<file path="src/hw/rtl/slk_pkg.sv">
// ----------------------------------------------------------------------------
// slk_pkg
// Shared types and codes for the sensor UART register link.
// ----------------------------------------------------------------------------
package slk_pkg;

   localparam int GroupDepth = 4;
   localparam int GroupCountWidth = $clog2(GroupDepth + 1);
   localparam int GroupIndexWidth = $clog2(GroupDepth);

   localparam logic [7:0] MaxWriteBytes = 8'd128;

   // request modes
   localparam logic [2:0] ModeStartRead  = 3'd0;
   localparam logic [2:0] ModeStartWrite = 3'd1;
   localparam logic [2:0] ModePayload    = 3'd2;
   localparam logic [2:0] ModeReceived   = 3'd3;
   localparam logic [2:0] ModeTick       = 3'd4;

   // result kinds
   localparam logic [1:0] KindTransmit = 2'd0;
   localparam logic [1:0] KindReadData = 2'd1;
   localparam logic [1:0] KindStatus   = 2'd2;

   // transaction status codes
   localparam logic [2:0] StOk         = 3'd0;
   localparam logic [2:0] StBadRequest = 3'd1;
   localparam logic [2:0] StTimeout    = 3'd2;
   localparam logic [2:0] StWrRejected = 3'd3;
   localparam logic [2:0] StRdRefused  = 3'd4;
   localparam logic [2:0] StBadHeader  = 3'd5;
   localparam logic [2:0] StMismatch   = 3'd6;

   // register indexes
   localparam logic [2:0] CsrTimeoutMs     = 3'd0;
   localparam logic [2:0] CsrStartByte     = 3'd1;
   localparam logic [2:0] CsrReadCommand   = 3'd2;
   localparam logic [2:0] CsrWriteCommand  = 3'd3;
   localparam logic [2:0] CsrReadReplyHdr  = 3'd4;
   localparam logic [2:0] CsrAckReplyHdr   = 3'd5;
   localparam logic [2:0] CsrWriteOkCode   = 3'd6;

   typedef struct packed {
      logic [2:0] mode;
      logic [7:0] address;
      logic [7:0] count;
      logic [7:0] data;
   } item_type;

   typedef struct packed {
      logic [15:0] timeout_ms;
      logic [7:0]  start_byte;
      logic [7:0]  read_command;
      logic [7:0]  write_command;
      logic [7:0]  read_reply_header;
      logic [7:0]  ack_reply_header;
      logic [7:0]  write_ok_code;
   } cfg_type;

   typedef struct packed {
      logic [1:0] kind;
      logic [7:0] byte_value;
      logic [2:0] status;
      logic [7:0] device_status;
   } res_type;

   typedef struct packed {
      logic                             load;
      logic [GroupCountWidth-1:0]       count;
      res_type [GroupDepth-1:0]         entry;
   } grp_type;

   function automatic res_type mk_byte(input logic [1:0] kind, input logic [7:0] value);
      res_type r;
      r.kind          = kind;
      r.byte_value    = value;
      r.status        = StOk;
      r.device_status = 8'd0;
      return r;
   endfunction

   function automatic res_type mk_status(input logic [2:0] st, input logic [7:0] dev);
      res_type r;
      r.kind          = KindStatus;
      r.byte_value    = 8'd0;
      r.status        = st;
      r.device_status = dev;
      return r;
   endfunction

endpackage

</file>
<file path="src/hw/rtl/slk_csr.sv">
// ----------------------------------------------------------------------------
// slk_csr
// Configuration registers, write only.
// ----------------------------------------------------------------------------
module slk_csr (
   input  logic             clock,
   input  logic             reset,
   input  logic             csr_write_enable,
   input  logic [2:0]       csr_index,
   input  logic [15:0]      csr_write_data,
   output slk_pkg::cfg_type cfg
);

   slk_pkg::cfg_type cfg_ff;

   always_ff @(posedge clock) begin
      if (reset) begin
         cfg_ff.timeout_ms        <= 16'd100;
         cfg_ff.start_byte        <= 8'hAA;
         cfg_ff.read_command      <= 8'h01;
         cfg_ff.write_command     <= 8'h00;
         cfg_ff.read_reply_header <= 8'hBB;
         cfg_ff.ack_reply_header  <= 8'hEE;
         cfg_ff.write_ok_code     <= 8'h01;
      end else if (csr_write_enable) begin
         case (csr_index)
            slk_pkg::CsrTimeoutMs:    cfg_ff.timeout_ms        <= csr_write_data;
            slk_pkg::CsrStartByte:    cfg_ff.start_byte        <= csr_write_data[7:0];
            slk_pkg::CsrReadCommand:  cfg_ff.read_command      <= csr_write_data[7:0];
            slk_pkg::CsrWriteCommand: cfg_ff.write_command     <= csr_write_data[7:0];
            slk_pkg::CsrReadReplyHdr: cfg_ff.read_reply_header <= csr_write_data[7:0];
            slk_pkg::CsrAckReplyHdr:  cfg_ff.ack_reply_header  <= csr_write_data[7:0];
            slk_pkg::CsrWriteOkCode:  cfg_ff.write_ok_code     <= csr_write_data[7:0];
            default: ;
         endcase
      end
   end

   assign cfg = cfg_ff;

endmodule

</file>
<file path="src/hw/rtl/slk_in_stage.sv">
// ----------------------------------------------------------------------------
// slk_in_stage
// Input register for requests; holds a request until the control takes it.
// ----------------------------------------------------------------------------
module slk_in_stage (
   input  logic              clock,
   input  logic              reset,
   input  logic              req_valid,
   output logic              req_stall,
   input  slk_pkg::item_type req_item,
   input  logic              take,
   output logic              item_valid,
   output slk_pkg::item_type item
);

   logic              valid_ff;
   slk_pkg::item_type item_ff;

   assign req_stall = valid_ff && !take;

   always_ff @(posedge clock) begin
      if (reset) begin
         valid_ff <= 1'b0;
      end else if (!req_stall) begin
         valid_ff <= req_valid;
      end
   end

   always_ff @(posedge clock) begin
      if (req_valid && !req_stall) begin
         item_ff <= req_item;
      end
   end

   assign item_valid = valid_ff;
   assign item       = item_ff;

endmodule

</file>
<file path="src/hw/rtl/slk_ctrl.sv">
// ----------------------------------------------------------------------------
// slk_ctrl
// Link sequencer: frames requests, checks reply bytes, counts timeout ticks
// and builds the result group for each request.
// ----------------------------------------------------------------------------
module slk_ctrl (
   input  logic              clock,
   input  logic              reset,
   input  slk_pkg::cfg_type  cfg,
   input  logic              item_valid,
   input  slk_pkg::item_type item,
   input  logic              grp_free,
   output logic              take,
   output slk_pkg::grp_type  grp
);

   localparam logic [3:0] PhIdle     = 4'd0;
   localparam logic [3:0] PhPayload  = 4'd1;
   localparam logic [3:0] PhWrHdr    = 4'd2;
   localparam logic [3:0] PhWrStatus = 4'd3;
   localparam logic [3:0] PhRdHdr    = 4'd4;
   localparam logic [3:0] PhRdErr    = 4'd5;
   localparam logic [3:0] PhRdLen    = 4'd6;
   localparam logic [3:0] PhRdData   = 4'd7;
   localparam logic [3:0] PhRdDrain  = 4'd8;

   logic [3:0]  phase_ff, phase_in;
   logic [7:0]  expected_ff, expected_in;
   logic [7:0]  index_ff, index_in;
   logic [7:0]  reply_len_ff, reply_len_in;
   logic [7:0]  reply_hdr_ff, reply_hdr_in;
   logic [15:0] elapsed_ff, elapsed_in;
   logic [7:0]  index_inc;
   logic        tick_active;

   assign take        = item_valid && grp_free;
   assign index_inc   = index_ff + 8'd1;
   assign tick_active = (phase_ff >= PhWrHdr) && (phase_ff <= PhRdDrain);

   always_comb begin
      phase_in     = phase_ff;
      expected_in  = expected_ff;
      index_in     = index_ff;
      reply_len_in = reply_len_ff;
      reply_hdr_in = reply_hdr_ff;
      elapsed_in   = elapsed_ff;
      grp.load     = 1'b0;
      grp.count    = '0;
      grp.entry    = '0;
      if (take) begin
         case (item.mode)
            slk_pkg::ModeStartRead,
            slk_pkg::ModeStartWrite: begin
               if (phase_ff != PhIdle ||
                   (item.mode == slk_pkg::ModeStartRead && item.count == 8'd0) ||
                   (item.mode == slk_pkg::ModeStartWrite &&
                    item.count > slk_pkg::MaxWriteBytes)) begin
                  grp.count    = 3'd1;
                  grp.entry[0] = slk_pkg::mk_status(slk_pkg::StBadRequest, 8'd0);
               end else begin
                  grp.count    = 3'd4;
                  grp.entry[0] = slk_pkg::mk_byte(slk_pkg::KindTransmit, cfg.start_byte);
                  grp.entry[1] = slk_pkg::mk_byte(slk_pkg::KindTransmit,
                     (item.mode == slk_pkg::ModeStartRead) ? cfg.read_command
                                                           : cfg.write_command);
                  grp.entry[2] = slk_pkg::mk_byte(slk_pkg::KindTransmit, item.address);
                  grp.entry[3] = slk_pkg::mk_byte(slk_pkg::KindTransmit, item.count);
                  expected_in  = item.count;
                  index_in     = 8'd0;
                  elapsed_in   = 16'd0;
                  if (item.mode == slk_pkg::ModeStartRead) begin
                     phase_in = PhRdHdr;
                  end else if (item.count == 8'd0) begin
                     phase_in = PhWrHdr;
                  end else begin
                     phase_in = PhPayload;
                  end
               end
            end
            slk_pkg::ModePayload: begin
               if (phase_ff == PhPayload) begin
                  grp.count    = 3'd1;
                  grp.entry[0] = slk_pkg::mk_byte(slk_pkg::KindTransmit, item.data);
                  index_in     = index_inc;
                  if (index_inc >= expected_ff) begin
                     elapsed_in = 16'd0;
                     phase_in   = PhWrHdr;
                  end
               end
            end
            slk_pkg::ModeReceived: begin
               elapsed_in = 16'd0;
               case (phase_ff)
                  PhWrHdr: begin
                     reply_hdr_in = item.data;
                     phase_in     = PhWrStatus;
                  end
                  PhWrStatus: begin
                     grp.count = 3'd1;
                     phase_in  = PhIdle;
                     if (reply_hdr_ff == cfg.ack_reply_header &&
                         item.data == cfg.write_ok_code) begin
                        grp.entry[0] = slk_pkg::mk_status(slk_pkg::StOk, item.data);
                     end else begin
                        grp.entry[0] = slk_pkg::mk_status(slk_pkg::StWrRejected, item.data);
                     end
                  end
                  PhRdHdr: begin
                     reply_hdr_in = item.data;
                     if (item.data == cfg.ack_reply_header) begin
                        phase_in = PhRdErr;
                     end else if (item.data == cfg.read_reply_header) begin
                        phase_in = PhRdLen;
                     end else begin
                        grp.count    = 3'd1;
                        grp.entry[0] = slk_pkg::mk_status(slk_pkg::StBadHeader, 8'd0);
                        phase_in     = PhIdle;
                     end
                  end
                  PhRdErr: begin
                     grp.count    = 3'd1;
                     grp.entry[0] = slk_pkg::mk_status(slk_pkg::StRdRefused, item.data);
                     phase_in     = PhIdle;
                  end
                  PhRdLen: begin
                     reply_len_in = item.data;
                     index_in     = 8'd0;
                     if (item.data == expected_ff) begin
                        phase_in = PhRdData;
                     end else if (item.data == 8'd0) begin
                        grp.count    = 3'd1;
                        grp.entry[0] = slk_pkg::mk_status(slk_pkg::StMismatch, 8'd0);
                        phase_in     = PhIdle;
                     end else begin
                        phase_in = PhRdDrain;
                     end
                  end
                  PhRdData: begin
                     grp.count    = 3'd1;
                     grp.entry[0] = slk_pkg::mk_byte(slk_pkg::KindReadData, item.data);
                     index_in     = index_inc;
                     if (index_inc == expected_ff) begin
                        grp.count    = 3'd2;
                        grp.entry[1] = slk_pkg::mk_status(slk_pkg::StOk, 8'd0);
                        phase_in     = PhIdle;
                     end
                  end
                  PhRdDrain: begin
                     index_in = index_inc;
                     if (index_inc == reply_len_ff) begin
                        grp.count    = 3'd1;
                        grp.entry[0] = slk_pkg::mk_status(slk_pkg::StMismatch, 8'd0);
                        phase_in     = PhIdle;
                     end
                  end
                  default: ;
               endcase
            end
            slk_pkg::ModeTick: begin
               if (tick_active) begin
                  if (elapsed_ff < cfg.timeout_ms) begin
                     elapsed_in = elapsed_ff + 16'd1;
                  end else begin
                     grp.count = 3'd1;
                     phase_in  = PhIdle;
                     if (phase_ff == PhRdErr) begin
                        grp.entry[0] = slk_pkg::mk_status(slk_pkg::StRdRefused, 8'd0);
                     end else if (phase_ff == PhRdDrain) begin
                        grp.entry[0] = slk_pkg::mk_status(slk_pkg::StMismatch, 8'd0);
                     end else begin
                        grp.entry[0] = slk_pkg::mk_status(slk_pkg::StTimeout, 8'd0);
                     end
                  end
               end
            end
            default: ;
         endcase
         grp.load = (grp.count != '0);
      end
   end

   always_ff @(posedge clock) begin
      if (reset) begin
         phase_ff     <= PhIdle;
         expected_ff  <= 8'd0;
         index_ff     <= 8'd0;
         reply_len_ff <= 8'd0;
         reply_hdr_ff <= 8'd0;
         elapsed_ff   <= 16'd0;
      end else begin
         phase_ff     <= phase_in;
         expected_ff  <= expected_in;
         index_ff     <= index_in;
         reply_len_ff <= reply_len_in;
         reply_hdr_ff <= reply_hdr_in;
         elapsed_ff   <= elapsed_in;
      end
   end

endmodule

</file>
<file path="src/hw/rtl/slk_rsp_buf.sv">
// ----------------------------------------------------------------------------
// slk_rsp_buf
// Result register: holds one request's result group and hands it out one
// result per cycle while rsp_stall is low, marking the final one.
// ----------------------------------------------------------------------------
module slk_rsp_buf (
   input  logic             clock,
   input  logic             reset,
   input  slk_pkg::grp_type grp,
   output logic             grp_free,
   output logic             rsp_valid,
   input  logic             rsp_stall,
   output slk_pkg::res_type rsp_res,
   output logic             rsp_last
);

   logic                                    valid_ff;
   logic [slk_pkg::GroupCountWidth-1:0]     count_ff;
   logic [slk_pkg::GroupIndexWidth-1:0]     index_ff;
   slk_pkg::res_type [slk_pkg::GroupDepth-1:0] entry_ff;
   logic                                    fire;
   logic                                    at_last;

   assign fire     = valid_ff && !rsp_stall;
   assign at_last  = ({1'b0, index_ff} + 1'b1) == count_ff;
   assign grp_free = !valid_ff || (fire && at_last);

   always_ff @(posedge clock) begin
      if (reset) begin
         valid_ff <= 1'b0;
         index_ff <= '0;
         count_ff <= '0;
      end else if (grp.load) begin
         valid_ff <= 1'b1;
         index_ff <= '0;
         count_ff <= grp.count;
      end else if (fire) begin
         valid_ff <= !at_last;
         index_ff <= index_ff + 1'b1;
      end
   end

   always_ff @(posedge clock) begin
      if (grp.load) begin
         entry_ff <= grp.entry;
      end
   end

   assign rsp_valid = valid_ff;
   assign rsp_res   = entry_ff[index_ff];
   assign rsp_last  = at_last;

`ifndef SYNTHESIS
   a_count_range: assert property (@(posedge clock) disable iff (reset)
      valid_ff |-> (count_ff != '0 && count_ff <= slk_pkg::GroupDepth))
      else $error("result group count out of range");

   a_index_below_count: assert property (@(posedge clock) disable iff (reset)
      valid_ff |-> ({1'b0, index_ff} < count_ff))
      else $error("result index past group end");

   a_load_when_free: assert property (@(posedge clock) disable iff (reset)
      grp.load |-> grp_free)
      else $error("result group overwritten before delivery");

   a_last_then_empty: assert property (@(posedge clock) disable iff (reset)
      (fire && at_last && !grp.load) |=> !valid_ff)
      else $error("result register still busy after final result");
`endif

endmodule

</file>
<file path="src/hw/rtl/sensor_uart_register_link_core.sv">
// ----------------------------------------------------------------------------
// sensor_uart_register_link_core
// Host side of a sensor UART register protocol: frames read and write
// requests, forwards payload, checks replies and reports status.
//
//   channel   ports                         direction
//   request   req_valid/req_stall, req_*    in
//   result    rsp_valid/rsp_stall, rsp_*    out
//   config    csr_write_enable/index/data   in
//
// A request is registered, then processed into a result group of zero to
// four results, which drains one result per cycle while rsp_stall is low.
// One request per cycle when each yields at most one result and no stall is
// seen; a group of n results holds the next request until its last result goes.
// The first result is presented after the input register and the result register.
// Synchronous reset sets the link idle and restores register defaults.
// rsp_stall holds the result register, which in turn stalls requests.
// ----------------------------------------------------------------------------
module sensor_uart_register_link_core (
   input  logic        clock,
   input  logic        reset,
   input  logic        req_valid,
   output logic        req_stall,
   input  logic [2:0]  req_mode,
   input  logic [7:0]  req_address,
   input  logic [7:0]  req_count,
   input  logic [7:0]  req_data,
   output logic        rsp_valid,
   input  logic        rsp_stall,
   output logic [1:0]  rsp_kind,
   output logic [7:0]  rsp_byte_value,
   output logic [2:0]  rsp_status,
   output logic [7:0]  rsp_device_status,
   output logic        rsp_last,
   input  logic        csr_write_enable,
   input  logic [2:0]  csr_index,
   input  logic [15:0] csr_write_data
);

   slk_pkg::cfg_type  cfg;
   slk_pkg::item_type req_item;
   slk_pkg::item_type item;
   slk_pkg::grp_type  grp;
   slk_pkg::res_type  rsp_res;
   logic              item_valid;
   logic              take;
   logic              grp_free;

   assign req_item.mode    = req_mode;
   assign req_item.address = req_address;
   assign req_item.count   = req_count;
   assign req_item.data    = req_data;

   slk_csr u_csr (
      .clock            (clock),
      .reset            (reset),
      .csr_write_enable (csr_write_enable),
      .csr_index        (csr_index),
      .csr_write_data   (csr_write_data),
      .cfg              (cfg)
   );

   slk_in_stage u_in_stage (
      .clock      (clock),
      .reset      (reset),
      .req_valid  (req_valid),
      .req_stall  (req_stall),
      .req_item   (req_item),
      .take       (take),
      .item_valid (item_valid),
      .item       (item)
   );

   slk_ctrl u_ctrl (
      .clock      (clock),
      .reset      (reset),
      .cfg        (cfg),
      .item_valid (item_valid),
      .item       (item),
      .grp_free   (grp_free),
      .take       (take),
      .grp        (grp)
   );

   slk_rsp_buf u_rsp_buf (
      .clock     (clock),
      .reset     (reset),
      .grp       (grp),
      .grp_free  (grp_free),
      .rsp_valid (rsp_valid),
      .rsp_stall (rsp_stall),
      .rsp_res   (rsp_res),
      .rsp_last  (rsp_last)
   );

   assign rsp_kind          = rsp_res.kind;
   assign rsp_byte_value    = rsp_res.byte_value;
   assign rsp_status        = rsp_res.status;
   assign rsp_device_status = rsp_res.device_status;

endmodule

</file>
<file path="config.mk">
export PLATFORM = sky130hd
export DESIGN_NAME = sensor_uart_register_link_core
export DESIGN_NICKNAME = d
export VERILOG_FILES = /design/src/hw/rtl/slk_pkg.sv /design/src/hw/rtl/slk_csr.sv /design/src/hw/rtl/slk_in_stage.sv /design/src/hw/rtl/slk_ctrl.sv /design/src/hw/rtl/slk_rsp_buf.sv /design/src/hw/rtl/sensor_uart_register_link_core.sv
export SDC_FILE = /design/constraint.sdc
export NUM_CORES = 1
export LEC_CHECK = 0
export BUFFER_PORTS_ARGS = -buffer_cell sky130_fd_sc_hd__buf_2
export CAP_MARGIN = 20
export CORE_MARGIN = 2
export CORE_UTILIZATION = 60
export DETAILED_ROUTE_END_ITERATION = 10
export PLACE_DENSITY = 0.8
export SETUP_SLACK_MARGIN = 0.15
export SLEW_MARGIN = 25
export SYNTH_ARGS = -nofsm -noshare
export SYNTH_HDL_FRONTEND = slang
export SYNTH_SLANG_ARGS = --single-unit
export TNS_END_PERCENT = 50
</file>
<file path="constraint.sdc">
create_clock -name clock -period 4.45 [get_ports clock]
set_clock_uncertainty 0.1 [all_clocks]
set_input_delay 0.2225 -clock clock [delete_from_list [all_inputs] [get_ports clock]]
set_output_delay 0.2225 -clock clock [all_outputs]
set_load 0.02 [all_outputs]
</file>
Yosys cells after proc, flatten, opt, wreduce, memory -nomap -nowiden

Cells that the tools add are included.

Add/sub/neg operators: 4
Magnitude comparators: 6
Eq/ne operators: 36
Muxes and demuxes: 63
Bitwise operators: 3
Reductions and logical operators: 46

Operators by type and width:

| cell                                                             | count |
|---|---|
| 21-bit 2-to-1 mux                                                | 12 |
| 21-bit case mux with 6 select lines                              | 1 |
| 88-bit 2-to-1 mux                                                | 1 |
| 21-bit case mux with 4 select lines                              | 1 |
| 16-bit 2-to-1 mux                                                | 5 |
| 16-bit case mux with 4 select lines                              | 1 |
| 61-bit 2-to-1 mux                                                | 1 |
| 8-bit == test                                                    | 7 |
| 21-bit binary-select mux with 2-bit select                       | 1 |
| 21-bit case mux with 2 select lines                              | 1 |
| 4-bit 2-to-1 mux                                                 | 10 |
| 40-bit 2-to-1 mux                                                | 1 |
| 8-bit 2-to-1 mux                                                 | 3 |
| 4-bit case mux with 6 select lines                               | 1 |
| 8-bit case mux with 3 select lines                               | 1 |
| 3-bit 2-to-1 mux                                                 | 7 |
| 19-bit 2-to-1 mux                                                | 1 |
| 16-bit by 1-bit adder with 16-bit output (second input constant) | 1 |
| 4-bit by 3-bit == test with 1-bit output (second input constant) | 4 |
| 8-bit zero test                                                  | 2 |
| 16-bit < comparator                                              | 1 |
| 4-bit case mux with 4 select lines                               | 1 |
| 8-bit case mux with 2 select lines                               | 1 |
| 2-bit AND reduction                                              | 8 |
| other kinds (40)                                                 | 85 |

Flip-flop bits (word level): 234
Input bits: 51
Output and inout bits: 24
Word-level logic and storage cells: 195

Longest topological paths before layout

Depth in word-level cells: 10
Gate-level depth with buffers: 14
Mapped depth without buffers: 13

Modules after synthesis

A second synthesis with hierarchy kept.

Cell total of the unflattened synthesis: 1082
Area total of the unflattened synthesis: 11752.5 sq um

Modules (own cells, without submodules):

| module       | instances | cells each | area each (sq um) | seq. area each (sq um) |
|---|---|---|---|---|
| slk_ctrl     | 1         | 672        | 4957.3            | 1041.0 |
| slk_rsp_buf  | 1         | 136        | 3355.7            | 2642.5 |
| slk_csr      | 1         | 243        | 2578.7            | 1281.2 |
| slk_in_stage | 1         | 31         | 860.8             | 830.8 |

Worst setup path after synthesis

OpenSTA, ideal clock, no wires.

Path type: register -> register
Start: reg u_ctrl.index_ff[0]
End: reg u_rsp_buf.entry_ff[0] (netlist bit) (enable)
Library setup time: 0.407 ns
Arrival time: 3.250 ns
Required time: 3.943 ns
Slack: 0.693 ns
Stages on the path, launching flop included: 12
Buffers on the path: 0
Period minus slack after synthesis: 3.757 ns
Path through: dfxtp_1 -> ha_1 -> and3_1 -> nand3_1 -> xnor2_1 -> ha_1 -> nand4_1 -> nor2_1 -> a211oi_1 -> inv_1 -> a211o_1 -> nand2_1

RTL lines:

| what                   | RTL line          | text |
|---|---|---|
| start, declared        | slk_ctrl.sv:29    | `logic [7:0] index_ff, index_in;` |
| start signal, assigned | slk_ctrl.sv:193   | `index_ff <= index_in;` |
| end signal, assigned   | slk_rsp_buf.sv:45 | `entry_ff <= grp.entry;` |
| end, declared          | slk_rsp_buf.sv:20 | `slk_pkg::res_type [slk_pkg::GroupDepth-1:0] entry_ff;` |

Worst setup path after layout

Start: reg u_ctrl.index_ff[0]
End: reg u_ctrl.elapsed_ff[5]

Longest elaborated chain between the ends: 4

RTL lines:

| what                                                       | RTL line        | text |
|---|---|---|
| 8-bit by 1-bit adder with 8-bit output                     | slk_ctrl.sv:37  | `assign index_inc = index_ff + 8'd1;` |
| 8-bit greater-or-equal comparator                          | slk_ctrl.sv:85  | `if (index_inc >= expected_ff) begin` |
| 2-bit by 1-bit inequality test with 1-bit output (no line) | n/a             |  |
| 7-bit AND reduction (no line)                              | n/a             |  |
| end signal, assigned                                       | slk_ctrl.sv:196 | `elapsed_ff <= elapsed_in;` |
| end, declared                                              | slk_ctrl.sv:32  | `logic [15:0] elapsed_ff, elapsed_in;` |

No other way between the ends.
A chain may end at the register's enable or synchronous reset.

==> results.md <==
* Status: complete, no violations
* Slew Limit Fails at 0
* Critical path cell sequence: ha_1 -> and3_1 -> nand3_1 -> xnor2_1 -> ha_1 -> nand4_1 -> o31ai_1 -> o211ai_2 -> or2_1 -> or3_1 -> a21oi_1
* Final Hold Slack at 27.7 ps
* Vias/cell at 5.81
* Top Family by Delay on Critical Path: simple AND/OR/NAND/NOR gates
* Vias in the first global route at 7305
* Final setup fails at 0
* H-tree Lvls at 4
* Tightest Pin Transition at 1020 ps
* Post-synth top area share at 0.259
* TritonCTS clock tree: yes
* Crit. End Element: flip-flop
* Data arrival time of the worst path at 4010 ps
* Synth cell count leaders: nand2_1 (156), dfxtp_1 (123), nor2_1 (90), a21oi_1 (89), edfxtp_1 (73)
* Clk_lat worst skew at 440 ps
* Mux cell area share after synthesis at 0.0496
* Slew margin rel. at 0.319
* Switching pwr at 0.950 mW
* Layout net count at 1184
* Starting DRT DRC Count at 684
* N_diodes at 0
* Synthesized area at 0.00951 mm²
* Pre-antenna DRT Iters at 5
* Die X at 130 µm
* # rows at 46
* Critical path peak fanout at 12
* Avg Cell Area, Syn at 9.43 µm²
* CP endpoint: u_ctrl.elapsed_ff[5]
* Max cap viols at 0
* Flop pwr share at 0.524
* Most frequent CP cell: ha_1
* Drt total wl at 24.6 mm
* Via count at 7758
* R2r endpoint: u_ctrl.elapsed_ff[5]
* Buf/Inv on CP at 0
* FF+latch count, synth at 196
* Unrepaired setup endpoints after global routing: false
* Primary FF master, synth: dfxtp_1
* Startpoint Class: flip-flop
* Switching portion of total power at 0.257
* Die area at 0.0169 mm²
* Clk pwr share at 0.401
* Core box area at 0.0157 mm²
* DP HPWL at 16.7 mm
* IO buf count at 74
* Clk root buf: clkbuf_16
* Chip height at 130 µm
* Clock transition at path regs at 80 ps
* DRC at 0
* P&R area growth vs syn at 16.0%
* Layout cells sized above 1 at 0.132
* Initial antenna violation count at 0
* Routed Antenna Nets at 0
* Reg-to-reg slack, setup at 710 ps
* Maximum vdd ir drop at 0.266 mV
* Period utilization at 0.839
* Fin Setup TNS at 0 ps
* Int Pwr at 2.75 mW
* Post-Synth Simple-Gate Area at 0.213
* Leakage power at 4.09 nW
* Count leader, synth: nand2_1
* CTS Sinks at 196
* Power per Cell Area at 336 mW/mm²
* Gr ovfl total at 0
* Compound-gate portion of the synthesized area at 0.117
* Type of the tightest min-delay check: in2reg
* Worst EP required at 4720 ps
* I/O pin count at 75
* Fin. Hold Viols at 0
* Overall Global Routing Usage at 0.302
* Wire per inst at 18.4 µm
* Cts bufs inserted at 17
* Post-synth ARST share at 0
* F_max at 0.268 GHz
* Worst path slowest cell: o31ai_1
* Reg2Reg Depth at 11
* Largest family of logic cells by synthesized area: simple AND/OR/NAND/NOR gates
* Routability Congestion at 0.967
* Yosys synthesis warning count at 0
* Setup bufs post-CTS at 0
* Syn nets at 1085
* Synth Area in XOR/XNOR at 0.0595
* Comb pwr share at 0.075
* Sequential share of the synthesized area at 0.490
* CP max stage delay at 580 ps
* First-pass GRT wire length at 38.6 mm
* Post-route minimum period at 3740 ps
* Syn Inst Count at 1008
* Area leader, netlist: dfxtp_1
* CTS Buffer Depth at 2
* R2r startpoint: u_ctrl.index_ff[0]
* Levels on crit path at 11
* Worst hold path startpoint: csr_write_data[7]
* Worst Setup SP: u_ctrl.index_ff[0]
* Top cells by area, synth: dfxtp_1 (26%), edfxtp_1 (23%), nand2_1 (6.2%)
* Initial Util at 0.607
* Pin count of the biggest net entering global routing at 85
* Library cells used by synthesis at 63
* Post-synth EDFFs at 73
* Post-Synth Adder-Cell Area at 0.0342
* CP Class: reg2reg
## flip-flops by register name (all words and copies together) (netlist names)
register	count
u_ctrl.phase_ff	4
u_rsp_buf.rsp_valid	1
u_ctrl.index_ff	8
u_rsp_buf.index_ff	2
u_rsp_buf.entry_ff	46
u_ctrl.reply_len_ff	8
u_csr.cfg	64
u_rsp_buf.count_ff	3
u_in_stage.item	27
u_ctrl.expected_ff	8
u_ctrl.reply_hdr_ff	8
u_in_stage.item_valid	1
u_ctrl.elapsed_ff	16
## tightest hold or removal path, stage by stage
cell and delay [ps]:
buf_2 170, nand2_1 80, a21oi_1 50
## cell usage in the layout, fill, tap and decap left out, drive strengths merged, types with 5 or more instances in the layout
master       netlist  routed
a211oi            10      10
a21o               8       8
a21oi             89      89
a22oi             11      11
and2              42      42
and3               5       5
buf                8      92
clkbuf            42      17
clkinv             0       8
dfxtp            123     123
dlygate4sd3        0      38
edfxtp            73      73
ha                26      26
inv               34      40
mux2i             28      28
mux4               8       8
nand2            156     156
nand2b            12      12
nand3             28      28
nand4             15      15
nor2              90      90
nor2b              8       8
nor3              20      20
nor4              14      14
o21ai             26      26
o22ai              7       7
or3               15      15
xnor2             22      22
xor2              40      40
## final cells by class
type | count | area, µm²
Clock buffer | 17 | 425
Clock inverter | 14 | 143
Fill cell | 1200 | 4630
Inverter | 34 | 128
Multi-Input combinational cell | 728 | 4520
Sequential cell | 196 | 4650
Tap cell | 216 | 270
Timing Repair Buffer | 130 | 886
## metrics by stage
stage	worst slack [ps]	area (µm²)	util	power [mW]	std cells
2_1_floorplan	693	9510	-	2.12	1008
3_3_place_gp	864	10100	0.643	2.22	1266
3_5_place_dp	816	10100	0.644	2.22	1266
4_1_cts	777	11000	0.704	3.71	1335
5_1_grt	455	11000	0.704	3.81	1335
6_report	715	11000	0.704	3.70	1335
## worst min-delay path by stage
stage	slack (ps)	cells after the start	end
after global routing	20	3	u_csr.cfg[38]
after detailed placement	300	1	u_in_stage.item[5]
final	30	3	u_csr.cfg[55]
after CTS	3	3	u_csr.cfg[7]
after global placement	300	1	u_in_stage.item[24]
after floorplan	220	0	u_in_stage.item[0]
## logic make-up (layout without fill, tap and decap cells)
logic type / after synthesis / in the layout
AO/OA/AOI/OAI: 181 / 181
AND/OR/NAND/NOR: 421 / 421
XOR/XNOR: 63 / 63
buffers and inverters: 84 / 195
multiplexers: 37 / 37
flip-flops: 196 / 196
adder cells (fa/ha/maj): 26 / 26
## power by group through the flow
stage               Sequential [mW]  Clock, mW  Combinational [mW]
floorplan                      1.96          0               0.166
global placement               1.98          0               0.242
detailed placement             1.98          0               0.246
CTS                            1.94       1.50               0.273
global route                   1.94       1.56               0.304
finish                         1.94       1.48               0.279
## what timing repair did
item                                   in CTS  in global routing
gates resized for setup                     0                  0
endpoints found under the hold margin      38                  0
hold buffers                               38                  0
## per-layer routing
layer  track usage  part of all wire  vias up
li1              -                 -     3730
met1         0.415              0.42     3630
met2         0.486              0.47      344
met3        0.0517             0.085       54
met4         0.109             0.026        0
met5             0                 0        -
Note: power is estimated with default switching activity, not from simulation.
